--- src/rtl/dpc_pkg.sv ---
// ----------------------------------------------------------------------------
// dpc_pkg
// Shared types, codes and constants of the drift PI rate controller.
// ----------------------------------------------------------------------------
package dpc_pkg;

  // Values taken when the matching register holds zero
  localparam logic [30:0] MaxCorrDefault  = 31'd6553600;
  localparam logic [30:0] MaxStepDefault  = 31'd655360;
  localparam logic [31:0] IntervalDefault = 32'd100000;

  localparam logic signed [63:0] Int64Max = 64'sh7FFF_FFFF_FFFF_FFFF;
  localparam logic signed [63:0] Int64Min = 64'sh8000_0000_0000_0000;

  // Register indexes on the configuration port
  typedef logic [2:0] cfg_idx_t;
  localparam cfg_idx_t CFG_PROP_GAIN       = 3'd0;
  localparam cfg_idx_t CFG_INTEG_GAIN      = 3'd1;
  localparam cfg_idx_t CFG_MAX_CORRECTION  = 3'd2;
  localparam cfg_idx_t CFG_MAX_STEP        = 3'd3;
  localparam cfg_idx_t CFG_DEADBAND        = 3'd4;
  localparam cfg_idx_t CFG_UPDATE_INTERVAL = 3'd5;

  // Request commands
  localparam logic CMD_UPDATE = 1'b0;
  localparam logic CMD_CLEAR  = 1'b1;

  typedef struct packed {
    logic              cmd;
    logic signed [31:0] error_us;
    logic [47:0]       now_us;
  } dpc_in_t;

  typedef struct packed {
    logic signed [31:0] correction_ppm;
    logic              updated;
  } dpc_out_t;

  typedef struct packed {
    logic signed [31:0] prop_gain;
    logic signed [31:0] integ_gain;
    logic [30:0]       max_correction;
    logic [30:0]       max_step;
    logic [31:0]       deadband;
    logic [31:0]       update_interval;
  } dpc_cfg_t;

  typedef enum logic [4:0] {
    ST_IDLE,
    ST_DECIDE,
    ST_MT0,
    ST_MT1,
    ST_MP,
    ST_SATM,
    ST_ADDI,
    ST_ABSC,
    ST_MI0,
    ST_MI1,
    ST_IW,
    ST_ITERM,
    ST_SUM,
    ST_WIND,
    ST_STEP,
    ST_DONE
  } dpc_state_e;

  typedef enum logic [3:0] {
    DP_NONE,
    DP_LOAD,
    DP_CLEAR,
    DP_START,
    DP_PREP,
    DP_TLAT,
    DP_THI,
    DP_SATM,
    DP_ADDI,
    DP_ABSC,
    DP_IW,
    DP_ITERM,
    DP_SUM,
    DP_WIND,
    DP_STEP
  } dpc_op_e;

  typedef enum logic [2:0] {
    MS_T_LO,
    MS_T_HI,
    MS_PROP,
    MS_I_LO,
    MS_I_HI
  } dpc_mul_sel_e;

  typedef struct packed {
    dpc_op_e      op;
    dpc_mul_sel_e mul_sel;
  } dpc_cmd_t;

  typedef struct packed {
    logic is_clear;
    logic started;
    logic run_ok;
  } dpc_status_t;

endpackage

--- src/rtl/dpc_ctrl.sv ---
// ----------------------------------------------------------------------------
// dpc_ctrl
// Sequencer of the drift PI controller: steps the datapath through one request.
// ----------------------------------------------------------------------------
module dpc_ctrl (
  input  logic                 clk_i,
  input  logic                 rst_ni,
  input  logic                 in_valid_i,
  input  logic                 out_free_i,
  input  dpc_pkg::dpc_status_t status_i,
  output logic                 in_stall_o,
  output logic                 emit_o,
  output dpc_pkg::dpc_cmd_t    cmd_o
);

  dpc_pkg::dpc_state_e state_q, state_d;

  always_ff @(posedge clk_i or negedge rst_ni) begin
    if (!rst_ni) begin
      state_q <= dpc_pkg::ST_IDLE;
    end else begin
      state_q <= state_d;
    end
  end

  always_comb begin
    state_d       = state_q;
    cmd_o.op      = dpc_pkg::DP_NONE;
    cmd_o.mul_sel = dpc_pkg::MS_T_LO;
    in_stall_o    = 1'b1;
    emit_o        = 1'b0;
    unique case (state_q)
      dpc_pkg::ST_IDLE: begin
        in_stall_o = 1'b0;
        if (in_valid_i) begin
          cmd_o.op = dpc_pkg::DP_LOAD;
          state_d  = dpc_pkg::ST_DECIDE;
        end
      end
      dpc_pkg::ST_DECIDE: begin
        priority if (status_i.is_clear) begin
          cmd_o.op = dpc_pkg::DP_CLEAR;
          state_d  = dpc_pkg::ST_DONE;
        end else if (!status_i.started) begin
          cmd_o.op = dpc_pkg::DP_START;
          state_d  = dpc_pkg::ST_DONE;
        end else if (!status_i.run_ok) begin
          state_d = dpc_pkg::ST_DONE;
        end else begin
          cmd_o.op = dpc_pkg::DP_PREP;
          state_d  = dpc_pkg::ST_MT0;
        end
      end
      dpc_pkg::ST_MT0: begin
        cmd_o.mul_sel = dpc_pkg::MS_T_LO;
        state_d       = dpc_pkg::ST_MT1;
      end
      dpc_pkg::ST_MT1: begin
        cmd_o.mul_sel = dpc_pkg::MS_T_HI;
        cmd_o.op      = dpc_pkg::DP_TLAT;
        state_d       = dpc_pkg::ST_MP;
      end
      dpc_pkg::ST_MP: begin
        cmd_o.mul_sel = dpc_pkg::MS_PROP;
        cmd_o.op      = dpc_pkg::DP_THI;
        state_d       = dpc_pkg::ST_SATM;
      end
      dpc_pkg::ST_SATM: begin
        cmd_o.op = dpc_pkg::DP_SATM;
        state_d  = dpc_pkg::ST_ADDI;
      end
      dpc_pkg::ST_ADDI: begin
        cmd_o.op = dpc_pkg::DP_ADDI;
        state_d  = dpc_pkg::ST_ABSC;
      end
      dpc_pkg::ST_ABSC: begin
        cmd_o.op = dpc_pkg::DP_ABSC;
        state_d  = dpc_pkg::ST_MI0;
      end
      dpc_pkg::ST_MI0: begin
        cmd_o.mul_sel = dpc_pkg::MS_I_LO;
        state_d       = dpc_pkg::ST_MI1;
      end
      dpc_pkg::ST_MI1: begin
        cmd_o.mul_sel = dpc_pkg::MS_I_HI;
        cmd_o.op      = dpc_pkg::DP_TLAT;
        state_d       = dpc_pkg::ST_IW;
      end
      dpc_pkg::ST_IW: begin
        cmd_o.op = dpc_pkg::DP_IW;
        state_d  = dpc_pkg::ST_ITERM;
      end
      dpc_pkg::ST_ITERM: begin
        cmd_o.op = dpc_pkg::DP_ITERM;
        state_d  = dpc_pkg::ST_SUM;
      end
      dpc_pkg::ST_SUM: begin
        cmd_o.op = dpc_pkg::DP_SUM;
        state_d  = dpc_pkg::ST_WIND;
      end
      dpc_pkg::ST_WIND: begin
        cmd_o.op = dpc_pkg::DP_WIND;
        state_d  = dpc_pkg::ST_STEP;
      end
      dpc_pkg::ST_STEP: begin
        cmd_o.op = dpc_pkg::DP_STEP;
        state_d  = dpc_pkg::ST_DONE;
      end
      dpc_pkg::ST_DONE: begin
        if (out_free_i) begin
          emit_o  = 1'b1;
          state_d = dpc_pkg::ST_IDLE;
        end
      end
      default: begin
        state_d = dpc_pkg::ST_IDLE;
      end
    endcase
  end

endmodule

--- config.mk ---
export PLATFORM = sky130hd
export DESIGN_NAME = dpc_ctrl
export DESIGN_NICKNAME = d
export VERILOG_FILES = /design/src/rtl/dpc_pkg.sv /design/src/rtl/dpc_ctrl.sv
export SDC_FILE = /design/constraint.sdc
export NUM_CORES = 1
export LEC_CHECK = 0
export BUFFER_PORTS_ARGS = -buffer_cell sky130_fd_sc_hd__buf_2
export CAP_MARGIN = 10
export CELL_PAD_IN_SITES_DETAIL_PLACEMENT = 1
export CELL_PAD_IN_SITES_GLOBAL_PLACEMENT = 2
export CORE_UTILIZATION = 21
export CTS_CLUSTER_DIAMETER = 30
export CTS_CLUSTER_SIZE = 25
export DETAILED_ROUTE_END_ITERATION = 7
export PLACE_DENSITY = 0.72
export RECOVER_POWER = 100
export SLEW_MARGIN = 10
export SYNTH_ARGS = -nofsm -noshare
export SYNTH_HDL_FRONTEND = slang
export SYNTH_SLANG_ARGS = --single-unit
export TNS_END_PERCENT = 30
--- constraint.sdc ---
create_clock -name clk_i -period 1.2 [get_ports clk_i]
set_input_delay 0.18 -clock clk_i [delete_from_list [all_inputs] [get_ports clk_i]]
set_output_delay 0.18 -clock clk_i [all_outputs]
set_load 0.005 [all_outputs]
==> metrics.cfg, run 1 <==
[power]
seq_power_share_pct=15.6
p_sw_share_pct=43.5
p_clk_share_pct=8.3
p_leak_nw=0.313
p_int_w=0.00111
peakVddDrop_v=0.00125
comb_power_share_pct=76.1
power.density_nw_per_um2=2830
p_sw_w=0.000854

[timing]
clock_skew_ns=0.00229
period_share_pct=130
max_slew_margin_pct=83.4
rsz0062_at_grt=true
period_needed_ns=1.56
hold_viol=0
finalWorstSetupSlack_ns=-0.359
report.final.slew_viol_count=0
setup_viol=10
tightestPinTransition_ns=0.247
fmaxAchievable_mhz=642

[final_layout]
antenna_cells=0
drive_above_1_share_pct=52.4
areaGrowthSynthToFinish_pct=74.4
top_regs=state_q: 4 flops
largest-register=state_q
largest_register_ffs=4
post-route-util_pct=39.6
fin_nets=91

[yosys]
ys_seq_area_share_pct=25.2
yosys_warnings=0
yosys-top-cells-count=buf_2, nor2_1, a21oi_1, dfrtp_1, nand3_1
synthAdderAreaFrac_pct=0
synth_top_area_cell=dfrtp_1
synth-async-reset-ratio_pct=100
avgSynthCellArea_um2=7.35
ys_seq_elements=4
ys.flop_type=dfrtp_1
yosysUniqueCellTypes=28
synth-compound-area-share_pct=23.3
synth_mux_area_share_pct=2.52
synth_area_leaders=dfrtp_1, buf_2, a21oi_1
synth_edf_count=0
synth_top_family_by_area=simple AND/OR/NAND/NOR gates
syn_area_um2=397
yosysTopAreaCellShare_pct=25.2
synth-simple-area-share_pct=39.4
synthCells=54
synth_xor_area_share_pct=2.21
syn_nets=61

[global_routing]
antenna_found_initial=0
grt_pass1_vias=494
grt_remaining_overflow=0
grt_usage_pct=15.9
grt_max_degree=11
grt_pass1_wl_um=2350

[status]
violations=negative setup slack
status=finished with violations

[worst_setup_path]
r2r-start=state_q[1]
regToRegEndpoint=state_q[0]
r2r_slack_ns=-0.05
critical_path_peak_fanout=4
crit_arrival_ns=1.38
start_kind=flop
worstPathRequired_ns=1.02
startpoint=state_q[1]
critPathCapture=cmd_o[3]
end_kind=output port
crit_type=flop to output port
reg2reg_depth=4

[clocking]
h-tree-depth=1
cts_tree=yes
cts_num_sinks=4
cts_max_path_buffers=2
numCtsBuffers=3
cts_root_buf=clkbuf_4
path_clk_slew_ns=0.03
clock_latency_ns=0.23

[floorplan]
core_region_area_um2=1750
start_util_pct=22.7
dieArea_um2=2070
die_h_um=45.5
ios=16
die_x_um=45.5
rows=15

[placement]
dp_slack_ns=-0.0835
gp_congestion=0.771
dp_hpwl_um=1040
io_buffers=15

[routing]
first_pass_iters=3
num_vias=531
initialDrtViolationCount=5
drc_errors=0
viasPerCell=4.96
antenna_left=0
wire_per_inst_um=14.1
routed_wirelength_um=1510

[hold_path]
min_path_type=primary input to flop

[job]
cap_violations=0

[per-layer routing]
| metal | part of all wire [%] | vias to the layer above | global-route usage [%] |
|---|---|---|---|
| met5 | 0 | - | 0 |
| met4 | 3.4 | 0 | 7.27 |
| met3 | 3.6 | 6 | 5.56 |
| met2 | 46 | 18 | 24.3 |
| met1 | 47 | 251 | 20.0 |
| li1 | - | 256 | - |
[power groups by stage]
stage | Combinational, W | Sequential, W | Clock, W
floorplan | 0.000716 | 0.000242 | 0
CTS | 0.00140 | 0.000302 | 0.000172
detailed placement | 0.00130 | 0.000292 | 0
global route | 0.00162 | 0.000317 | 0.000184
global placement | 0.00126 | 0.000288 | 0
finish | 0.00149 | 0.000305 | 0.000163
[worst max-delay path, stage by stage, from the launching register on]
cell	delay [ns]
dfrtp_1	0.40
or2_4	0.27
nor4b_4	0.26
a211oi_2	0.09
buf_2	0.14
[layout make-up]
type	count	area (µm²)
clock buffers	3	22.5
fillers	217	1050
multi-input cells	44	320
flip-flops and latches	4	101
well taps	25	31.3
repair buffers	31	216
[repair_timing]
| item | in CTS | in global routing |
|---|---|---|
| setup endpoints to repair | 10 | 12 |
| pin swaps | 2 | 1 |
| setup buffers | 0 | 0 |
| resized for setup | 9 | 4 |
| hold endpoints to repair | 4 | 0 |
| hold buffers | 1 | 0 |
[cell usage in the layout, fill, tap and decap left out, types with 2 or more instances in the layout]
cell / count
a21oi_1: 4
buf_2: 14
buf_4: 11
buf_6: 2
clkbuf_4: 4
dfrtp_1: 3
nand2_1: 3
nand2b_1: 2
nand3_1: 4
nor2_1: 3
nor3_2: 2
o21ai_0: 2
o22ai_1: 2
[kinds of logic (layout without fill, tap and decap cells)]
group	count (synthesis)	after routing
buffers and inverters	6	34
DFF	4	4
muxes	1	1
AOI/OAI and AO/OA	14	14
and+or+nand+nor	28	28
xor gates and xnor gates	1	1
[worst min path at each step]
stage,startpoint,endpoint,slack (ns),cells past startpoint
after global placement,rst_ni,state_q[3],-0.004,1
after floorplan,rst_ni,state_q[0],-0.12,0
after CTS,out_free_i,state_q[1],0.19,2
final,out_free_i,state_q[1],0.20,2
after global routing,out_free_i,state_q[1],0.20,2
after detailed placement,rst_ni,state_q[2],-0.01,1
[metrics by stage]
step	total power, W	hold slack, ns	TNS [ns]	std cells	instance area, µm²
final	0.00196	0.204	-2.44	107	692
after global routing	0.00212	0.197	-3.10	107	692
after CTS	0.00187	0.189	-2.40	107	669
after detailed placement	0.00159	-0.0117	-0.414	103	604
after global placement	0.00155	-0.00440	-0.342	103	604
after floorplan	0.000958	-0.116	0	54	402
Note: power is estimated with default switching activity, not from simulation.
==> run 2: changes to the inputs <==
--- a/config.mk
+++ b/config.mk
@@ -9,6 +9,7 @@
 export CAP_MARGIN = 10
 export CELL_PAD_IN_SITES_DETAIL_PLACEMENT = 1
 export CELL_PAD_IN_SITES_GLOBAL_PLACEMENT = 2
+export CORE_MARGIN = 2
 export CORE_UTILIZATION = 21
 export CTS_CLUSTER_DIAMETER = 30
 export CTS_CLUSTER_SIZE = 25
==> constraint.sdc (replaced) <==
create_clock -name clk_i -period 1.33 [get_ports clk_i]
set_input_delay 0.1995 -clock clk_i [delete_from_list [all_inputs] [get_ports clk_i]]
set_output_delay 0.1995 -clock clk_i [all_outputs]
set_load 0.005 [all_outputs]
==> metrics.cfg, run 2 (synthesized netlist as in run 1, its figures left out) <==
[status]
status=finished with violations
violations=negative setup slack

[timing]
rsz0062_at_grt=true
report.final.slew_viol_count=0
fmaxAchievable_mhz=635
hold_viol=0
clock_skew_ns=0.00793
fin_hold_ws_ns=0.184
period_needed_ns=1.57
period_share_pct=118
finalWorstSetupSlack_ns=-0.244
tns_ns=-1.52
tightestPinTransition_ns=0.273
setup_viol=9
max_slew_margin_pct=81.6

[worst_setup_path]
crit_type=flop to output port
r2r-start=state_q[2]
r2r_slack_ns=0.01
regToRegEndpoint=state_q[0]
end_kind=output port
worstPathRequired_ns=1.13
crit_arrival_ns=1.37
critical_path_peak_fanout=4
reg2reg_depth=4
startpoint=state_q[2]
critPathCapture=in_stall_o
start_kind=flop

[clocking]
cts_tree=yes
cts_num_sinks=4
cts_max_path_buffers=2
h-tree-depth=1
cts_root_buf=clkbuf_4
numCtsBuffers=3
clock_latency_ns=0.24
path_clk_slew_ns=0.04

[final_layout]
largest-register=state_q
post-route-util_pct=38.0
fin_nets=89
antenna_cells=0
final_common_cell=buf_2
largest_register_ffs=4
top_regs=state_q: 4 flops
drive_above_1_share_pct=46.3
final_area_um2=663
areaGrowthSynthToFinish_pct=67.2
layout_common_cells=buf_2, buf_4, nor2_1, a21oi_1, nand3_1

[floorplan]
dieArea_um2=2250
rows=15
die_h_um=47.5
core_region_area_um2=1750
die_x_um=47.5
start_util_pct=22.7
ios=16

[routing]
num_vias=522
viasPerCell=4.97
initialDrtViolationCount=7
routed_wirelength_um=1420
wire_per_inst_um=13.5
antenna_left=0
drc_errors=0
first_pass_iters=5

[global_routing]
grt_remaining_overflow=0
grt_usage_pct=15.5
grt_pass1_vias=517
antenna_found_initial=0
grt_max_degree=18
grt_pass1_wl_um=2280

[power]
power.density_nw_per_um2=2520
p_leak_nw=0.308
peakVddDrop_v=0.000672

[placement]
io_buffers=15
gp_congestion=0.850
dp_hpwl_um=1030
dp_slack_ns=-0.0507
place_area_um2=597

[hold_path]
min_path_type=primary input to flop
min-delay-start=out_free_i

[job]
cap_violations=0

## run 2: how the worst min path moves through the flow
stage	to	cells after the start
2_1_floorplan	state_q[0]	0
3_3_place_gp	state_q[3]	1
3_5_place_dp	state_q[3]	1
4_1_cts	state_q[1]	2
5_1_grt	state_q[1]	2
6_report	state_q[1]	2
## run 2: metal layers
layer  vias to the layer above  wire (µm)  track usage [%]
met1                       252        583             17.7
met2                        13        765             25.9
met4                         0         28             11.7
met3                         3         42             2.26
li1                        254          -                -
met5                         -          0                0
## run 2: power by group
group	total (W)	internal, W	leakage, nW	switching [W]
sequential	0.000283	0.000185	0.0431	0.0000980
combinational	0.00123	0.000670	0.251	0.000563
clock	0.000157	0.000101	0.0138	0.0000560
total	0.00167	0.000956	0.308	0.000717
## run 2: critical path, cell delays in order (launching register included)
cell and delay [ns]:
dfrtp_1 0.40, or2_4 0.29, or3_1 0.31, buf_2 0.13
## run 2: stage by stage
stage / instances / total power [W]
5_1_grt: 105 / 0.00182
6_report: 105 / 0.00167
4_1_cts: 105 / 0.00167
2_1_floorplan: 54 / 0.000852
3_3_place_gp: 101 / 0.00140
3_5_place_dp: 101 / 0.00143
## run 2: cell type report
class                           instances  area (µm²)
Fill cell                             233        1080
Multi-Input combinational cell         44         298
Timing Repair Buffer                   29         210
Sequential cell                         4         101
Tap cell                               25        31.3
Clock buffer                            3        22.5
## run 2: timing repair
action                     4_1_cts  5_1_grt
buffers inserted                 0        0
hold buffers                     1        0
cloned                           0        0
hold endpoints to repair         4        0
pin swaps                        2        1
setup endpoints to repair        9       10
resized for setup                6        2
